[config.mk]
export PLATFORM = sky130hd
export DESIGN_NAME = erm_sincos_lane
export DESIGN_NICKNAME = d
export VERILOG_FILES = /design/src/hw/rtl/erm_pkg.sv /design/src/hw/rtl/erm_sincos_lane.sv
export SDC_FILE = /design/constraint.sdc
export NUM_CORES = 2
export LEC_CHECK = 0
export BUFFER_PORTS_ARGS = -buffer_cell sky130_fd_sc_hd__buf_4
export CORE_UTILIZATION = 40
export DETAILED_ROUTE_END_ITERATION = 12
export PLACE_DENSITY_LB_ADDON = 0.15
export SYNTH_ARGS = -nofsm -noshare
export SYNTH_HDL_FRONTEND = slang
export SYNTH_SLANG_ARGS = --single-unit
[constraint.sdc]
create_clock -name clock -period 10.97 [get_ports clock]
set_input_delay 0.5485 -clock clock [delete_from_list [all_inputs] [get_ports clock]]
set_output_delay 0.5485 -clock clock [all_outputs]
set_load 0.03 [all_outputs]
[src/hw/rtl/erm_pkg.sv]
// shared constants, types and rounding helpers for the euler rotation matrix core
package erm_pkg;

   localparam int ANGLE_BITS_DEF        = 16;
   localparam int COEF_FRAC_BITS_DEF    = 14;
   localparam int SINCOS_ITERATIONS_DEF = 16;

   // output coefficient width and internal fraction bits (q1.30)
   localparam int OUT_BITS  = 16;
   localparam int WORK_FRAC = 30;

   // reciprocal of the cordic gain in q1.30
   localparam logic signed [33:0] CORDIC_K0 = 34'sd652032874;

   // arctangent of 2^-i in units of 2^-32 turn
   localparam logic signed [33:0] ATAN_TURNS [32] = '{
      34'sd536870912, 34'sd316933406, 34'sd167458907, 34'sd85004756,
      34'sd42667331,  34'sd21354465,  34'sd10679838,  34'sd5340245,
      34'sd2670163,   34'sd1335087,   34'sd667544,    34'sd333772,
      34'sd166886,    34'sd83443,     34'sd41722,     34'sd20861,
      34'sd10430,     34'sd5215,      34'sd2608,      34'sd1304,
      34'sd652,       34'sd326,       34'sd163,       34'sd81,
      34'sd41,        34'sd20,        34'sd10,        34'sd5,
      34'sd3,         34'sd1,         34'sd1,         34'sd0
   };

   typedef struct packed {
      logic signed [31:0] c;
      logic signed [31:0] s;
   } sincos_type;

   typedef struct packed {
      logic [OUT_BITS-1:0] m00;
      logic [OUT_BITS-1:0] m01;
      logic [OUT_BITS-1:0] m02;
      logic [OUT_BITS-1:0] m10;
      logic [OUT_BITS-1:0] m11;
      logic [OUT_BITS-1:0] m12;
      logic [OUT_BITS-1:0] m20;
      logic [OUT_BITS-1:0] m21;
      logic [OUT_BITS-1:0] m22;
   } matrix_type;

   // q1.30 product back to q1.30, ties toward +inf
   function automatic logic signed [31:0] qround(logic signed [63:0] p);
      logic signed [63:0] t;
      t = p + (64'sd1 <<< (WORK_FRAC - 1));
      return t[WORK_FRAC+31:WORK_FRAC];
   endfunction

   // q1.30 sum to saturated q2.frac, ties toward +inf
   function automatic logic [OUT_BITS-1:0] to_coef(logic signed [32:0] v, int frac);
      logic signed [33:0] lim;
      logic signed [33:0] r;
      int sh;
      sh  = WORK_FRAC - frac;
      lim = 34'sd1 <<< frac;
      if (sh == 0) begin
         r = 34'(v);
      end else begin
         r = (34'(v) + (34'sd1 <<< (sh - 1))) >>> sh;
      end
      if (r > lim) begin
         r = lim;
      end
      if (r < -lim) begin
         r = -lim;
      end
      return r[OUT_BITS-1:0];
   endfunction

endpackage

[src/hw/rtl/erm_sincos_lane.sv]
// pipelined rotation-mode cordic lane: binary angle to cosine and sine in q1.30
module erm_sincos_lane #(
   parameter int ANGLE_BITS = erm_pkg::ANGLE_BITS_DEF,
   parameter int ITERATIONS = erm_pkg::SINCOS_ITERATIONS_DEF
) (
   input  logic                   clock,
   input  logic                   reset,
   input  logic                   in_valid,
   output logic                   in_stall,
   input  logic [ANGLE_BITS-1:0]  in_angle,
   output logic                   out_valid,
   input  logic                   out_stall,
   output erm_pkg::sincos_type    out_sc
);

   localparam int RESID_BITS = ANGLE_BITS - 2;
   localparam int SHIFT_UP   = 32 - ANGLE_BITS;

   localparam logic [1:0] QUAD_FIRST  = 2'd0;
   localparam logic [1:0] QUAD_SECOND = 2'd1;
   localparam logic [1:0] QUAD_THIRD  = 2'd2;

   logic signed [33:0] x_ff    [ITERATIONS+1];
   logic signed [33:0] y_ff    [ITERATIONS+1];
   logic signed [33:0] z_ff    [ITERATIONS+1];
   logic [1:0]         quad_ff [ITERATIONS+1];
   logic [ITERATIONS:0]   valid_ff;
   logic [ITERATIONS+1:0] adv;

   // a stage moves when it is empty or the stage after it moves
   assign adv[ITERATIONS+1] = !out_stall;
   for (genvar k = 0; k <= ITERATIONS; k++) begin : g_adv
      assign adv[k] = !valid_ff[k] || adv[k+1];
   end
   assign in_stall = !adv[0];

   always_ff @(posedge clock) begin
      if (reset) begin
         valid_ff <= '0;
      end else begin
         if (adv[0]) begin
            valid_ff[0] <= in_valid;
         end
         for (int k = 0; k < ITERATIONS; k++) begin
            if (adv[k+1]) begin
               valid_ff[k+1] <= valid_ff[k];
            end
         end
      end
   end

   always_ff @(posedge clock) begin
      if (adv[0]) begin
         x_ff[0]    <= erm_pkg::CORDIC_K0;
         y_ff[0]    <= '0;
         z_ff[0]    <= 34'({in_angle[RESID_BITS-1:0], {SHIFT_UP{1'b0}}});
         quad_ff[0] <= in_angle[ANGLE_BITS-1 -: 2];
      end
   end

   for (genvar k = 0; k < ITERATIONS; k++) begin : g_step
      logic signed [33:0] x_in;
      logic signed [33:0] y_in;
      logic signed [33:0] z_in;
      logic               pos;

      // rotate toward zero residual angle
      assign pos  = !z_ff[k][33];
      assign x_in = pos ? x_ff[k] - (y_ff[k] >>> k) : x_ff[k] + (y_ff[k] >>> k);
      assign y_in = pos ? y_ff[k] + (x_ff[k] >>> k) : y_ff[k] - (x_ff[k] >>> k);
      assign z_in = pos ? z_ff[k] - erm_pkg::ATAN_TURNS[k]
                        : z_ff[k] + erm_pkg::ATAN_TURNS[k];

      always_ff @(posedge clock) begin
         if (adv[k+1]) begin
            x_ff[k+1]    <= x_in;
            y_ff[k+1]    <= y_in;
            z_ff[k+1]    <= z_in;
            quad_ff[k+1] <= quad_ff[k];
         end
      end
   end

   logic signed [33:0] neg_x;
   logic signed [33:0] neg_y;

   assign neg_x = -x_ff[ITERATIONS];
   assign neg_y = -y_ff[ITERATIONS];

   // quadrant fold
   always_comb begin
      case (quad_ff[ITERATIONS])
         QUAD_FIRST: begin
            out_sc.c = x_ff[ITERATIONS][31:0];
            out_sc.s = y_ff[ITERATIONS][31:0];
         end
         QUAD_SECOND: begin
            out_sc.c = neg_y[31:0];
            out_sc.s = x_ff[ITERATIONS][31:0];
         end
         QUAD_THIRD: begin
            out_sc.c = neg_x[31:0];
            out_sc.s = neg_y[31:0];
         end
         default: begin
            out_sc.c = y_ff[ITERATIONS][31:0];
            out_sc.s = neg_x[31:0];
         end
      endcase
   end

   assign out_valid = valid_ff[ITERATIONS];

endmodule

Word level (Yosys, flattened, before mapping). Memories as Yosys holds them, arrays and structs flattened. Cells that the tools add are included.

Bits in registers: 17. RAM bits: 1768. Bits of input ports: 20. Output and inout bits: 66. Memories: 4.

$add $sub $neg: 97. Eq/ne operators: 2. Muxes and demuxes: 83. Reductions and logical operators: 37.

Memory list: x_ff (words 17, width 34, rd ports 17, clocked after Yosys merged registers in 0, write ports 17, RTL line erm_sincos_lane.sv:23) `logic signed [33:0] x_ff [ITERATIONS+1];`; y_ff (words 17, width 34, rd ports 17, clocked after Yosys merged registers in 0, write ports 17, RTL line erm_sincos_lane.sv:24) `logic signed [33:0] y_ff [ITERATIONS+1];`; z_ff (words 17, width 34, rd ports 16, clocked after Yosys merged registers in 0, write ports 17, RTL line erm_sincos_lane.sv:25) `logic signed [33:0] z_ff [ITERATIONS+1];`; quad_ff (words 17, width 2, rd ports 17, clocked after Yosys merged registers in 0, write ports 17, RTL line erm_sincos_lane.sv:26) `logic [1:0] quad_ff [ITERATIONS+1];`.

Operators with widths (number): two-way mux 34 bit (48); case mux 64 bit (3 select lines) (1); adder 34 x 19 -> 34 bit (2); adder 34 x 20 -> 34 bit (2); adder 34 x 21 -> 34 bit (2); adder 34 x 22 -> 34 bit (2); adder 34 x 23 -> 34 bit (2); adder 34 x 24 -> 34 bit (2); adder 34 x 25 -> 34 bit (2); adder 34 x 26 -> 34 bit (2); adder 34 x 27 -> 34 bit (2); adder 34 x 28 -> 34 bit (2); adder 34 x 29 -> 34 bit (2); adder 34 x 30 -> 34 bit (2); adder 34 x 31 -> 34 bit (2); adder 34 x 32 -> 34 bit (2); adder 34 x 33 -> 34 bit (2); subtractor 34 x 19 -> 34 bit (2); subtractor 34 x 20 -> 34 bit (2); subtractor 34 x 21 -> 34 bit (2); subtractor 34 x 22 -> 34 bit (2); subtractor 34 x 23 -> 34 bit (2); subtractor 34 x 24 -> 34 bit (2); subtractor 34 x 25 -> 34 bit (2); other kinds (49) (126).

Longest topological paths before layout.
Depth after elaboration: 20. Gate-level depth with buffers: 20. Gate-level depth less buffers: 20.

Worst setup path after synthesis. OpenSTA, ideal clock, no wires.

Path type: flip-flop to flip-flop. From: register valid_ff[16]. To: memory quad_ff[3][0] (netlist: quad_ff[0][6]), enable pin. Setup time: 1.195 ns. Arrival time: 8.603 ns. Path slack: 1.172 ns. Cell stages (with the launch flop): 10. Period minus slack after synthesis: 9.798 ns. Path through: dfxtp_1 and3_1 inv_1 nor2_1 and2_1 and3_1 and2_1 nand3_1 nor2_1 nand3_1.

RTL lines: start, declared (RTL line erm_sincos_lane.sv:27) `logic [ITERATIONS:0] valid_ff;`; start signal, assigned by index (RTL line erm_sincos_lane.sv:46) `valid_ff[k+1] <= valid_ff[k];`; end, declared (RTL line erm_sincos_lane.sv:26).

==> flow_summary.yaml <==
worst_setup_path:
  critPathBufInv: 1
  critPathLaunchType: "register"
  worstPathArrival_ps: 6270
  rr_endpoint: "x_ff[0][271]"
  r2r_start: "y_ff[0][210]"
  cp_max_fo: 5
  max_stage_delay_ps: 750
  r2r_slack_ps: 5280
  critical_path.top_delay_family: "simple AND/OR/NAND/NOR gates"
  worstSetupEndpointType: "register"
  crit_path_frequent_cell: "nor2_1"
  path_class: "register to register"
  slowest_stage: "nor4b_1"
  cp.required_ps: 11540
  rr_worst_depth: 18
  path_cells: "inv_1 > ha_1 > nand2b_1 > or4_1 > nor4_1 > nand2_1 > nor2_1 > nor2_1 > xor2_1 > ha_1 > nand2_1 > nor4b_1 > nor3b_1 > nor2_1 > o2111ai_1 > nand3_1 > nand3_1 > nand3b_1"
synth:
  syn_area_sq_um: 121000
  yosys_register_bits: 1442
  ys_seq_area_share_pct: 35.5
  syn_area_per_cell_sq_um: 9.45
  yosysUniqueCellTypes: 104
  yosys_most_used_dff: "edfxtp_1"
  syn_inst: 12844
  synth-edff-count: 1425
  yosysWarnings: 0
  synthArstFlopShare_pct: 0
  synth_nets: 14227
final_layout:
  final_nets: 14374
  multiInputGateArea_sq_um: 75300
  drive_gt1_share_pct: 4.74
  nFillCells: 28813
  area_growth_pct: 9.52
  register_area_sq_um: 43100
  utilization_pct: 44.2
  fin_area_sq_um: 133000
global_routing:
  gr-total-overflow: 0
  grtUsageTotal_pct: 21.6
  grt_first_pass_wirelength_mm: 529
  antenna_found_initial: 3
  grt_pass1_vias: 92351
  grt_max_degree: 91
clocking:
  cts_buffers: 179
  cts-root-buf: "clkbuf_16"
  cts_tree: "yes"
  clk_pin_slew_ps: 60
  clock_path_buffers: 4
  cts.htree.levels: 4
  cts_num_sinks: 1442
  cts_resized: 0
  insertion_delay_ps: 880
route:
  firstDrtPassIters: 6
  vias: 96660
  drt_iter0_drc: 7319
  routed_wl_mm: 342
  wire_per_inst_um: 20.0
  drc: 0
  final_antenna_net_count: 0
  vias_per_cell: 5.65
run_status:
  status: "complete, no violations"
min_path:
  min_path_type: "input pin to register"
  min_from: "reset"
  whs_path_depth: 2
  whs_endpoint: "valid_ff[16]"
place:
  dp_hpwl_mm: 274
  port_buffers: 85
  dpl_cell_area_sq_um: 127000
  place.gp.congestion: 0.932
sta:
  holdWs_ps: 84.7
  fmax_ghz: 0.176
  maxSlewViolCount: 0
  rsz0062_at_grt: "no"
  slew-limit-headroom_pct: 10.8
  fin_skew_ps: 44.2
  final.min_clock_period_ps: 5690
  tightest_slew_ps: 1330
  finalCritPeriodShare_pct: 51.9
  finalSetupTns_ps: 0
  finalHoldViolCount: 0
  setup_viol: 0
die:
  core-area_sq_um: 301000
  fp-row-count: 201
  die_w_um: 553
  pin_count: 86
  die_h_um: 553
  start_util_pct: 40.4
  die_area_sq_um: 306000
flow_run:
  drv_cap: 0
[metal layers]
layer / track usage (%) / wire length (um) / vias up
li1: - / - / 47917
met1: 29.7 / 161000 / 46251
met2: 36.1 / 158000 / 2107
met3: 2.52 / 15500 / 385
met4: 5.25 / 8080 / 0
met5: 0 / 0 / -
[registers in the layout, summed over array words and instances, names as in the netlist]
| name | flops |
|---|---|
| y_ff | 475 |
| z_ff | 443 |
| x_ff | 473 |
| quad_ff | 34 |
| valid_ff | 17 |
[cell usage after synthesis, types with 24 or more instances]
cell | count | area share, %
and4_1 | 29 | 0.21
and3_1 | 108 | 0.56
or2_2 | 42 | 0.22
o31ai_1 | 65 | 0.40
nor4_1 | 93 | 0.48
a2111oi_0 | 31 | 0.22
edfxtp_1 | 1425 | 35
a311oi_1 | 24 | 0.17
o21ai_0 | 640 | 2.6
nand4_1 | 58 | 0.30
o21bai_1 | 161 | 1.0
nor2b_1 | 158 | 0.81
a211oi_1 | 127 | 0.79
xnor2_1 | 1139 | 8.2
a31oi_1 | 154 | 0.79
fa_1 | 38 | 0.63
o31a_1 | 31 | 0.22
a21boi_0 | 60 | 0.37
nand2_1 | 680 | 2.1
nand2b_1 | 181 | 0.93
buf_1 | 32 | 0.099
o311ai_0 | 24 | 0.17
or3_1 | 99 | 0.51
o211ai_1 | 54 | 0.33
a21oi_1 | 1349 | 5.6
or4_1 | 27 | 0.17
clkbuf_1 | 166 | 0.51
nor2_1 | 1187 | 3.7
inv_1 | 598 | 1.8
a211o_1 | 34 | 0.25
and2_1 | 89 | 0.46
ha_1 | 1325 | 14
xor2_1 | 618 | 4.5
nor3b_1 | 31 | 0.19
nor3_1 | 426 | 1.8
mux2_2 | 49 | 0.45
mux2i_1 | 63 | 0.52
nand3_1 | 245 | 1.0
o21a_1 | 192 | 1.2
o41ai_1 | 32 | 0.23
a21o_1 | 562 | 3.5
o2111ai_1 | 36 | 0.26
a31o_2 | 40 | 0.29
[worst max path at each step]
stage / from / depth (start not counted) / slack, ps / to
after floorplan: valid_ff[16] / 9 / 1170 / quad_ff[0][6]
after global placement: y_ff[0][210] / 18 / 5470 / x_ff[0][271]
after detailed placement: y_ff[0][247] / 18 / 5500 / x_ff[0][305]
after CTS: valid_ff[16] / 14 / 5130 / in_stall
after global routing: valid_ff[16] / 14 / 4840 / in_stall
final: y_ff[0][210] / 18 / 5280 / x_ff[0][271]
[kinds of logic after synthesis]
logic type | count (synthesis) | synth area share [%]
mux | 114 | 1.01
xor+xnor | 1757 | 12.7
fa+ha+maj | 1363 | 14.3
simple gates | 3540 | 14.0
flops | 1442 | 35.5
compound gates | 3822 | 19.9
buf+inv | 806 | 2.53
[final cells by class]
type	instances	area share (%)
inverters	601	1.71
diodes	3	0.00565
repair buffers	171	0.999
multi-input cells	10596	56.6
clock inverters	120	1.02
well taps	3958	3.72
flip-flops and latches	1442	32.4
clock buffers	207	3.50
[through the flow]
| step | setup slack, ps | std cells |
|---|---|---|
| after detailed placement | 5500 | 16750 |
| final | 5280 | 17098 |
| after floorplan | 1170 | 12844 |
| after CTS | 5130 | 17095 |
| after global routing | 4840 | 17097 |
| after global placement | 5470 | 16750 |
[repair_timing]
| item | 4_1_cts | 5_1_grt |
|---|---|---|
| buffers inserted | 0 | 0 |
| hold buffers | 18 | 0 |
| endpoints found under the hold margin | 18 | 0 |
[cells in the final DEF, fill, tap and decap left out, types with 89 or more instances in the layout]
master,n
buf_4,153
a21oi_1,1349
a31oi_1,154
edfxtp_1,1425
xor2_1,618
o21ai_0,640
nand3_1,242
nor2_1,1187
a21o_1,562
xnor2_1,1139
nor4_1,93
nor2b_1,158
nand2_1,675
nor3_1,426
and2_1,89
o21a_1,192
clkbuf_16,182
and3_1,108
nand2b_1,181
inv_1,591
a211oi_1,127
ha_1,1325
o21bai_1,161
or3_1,99
Power is left out: the tool's default activity adds up to more than one toggle a clock period on the data nets, which glitch-free logic cannot reach.
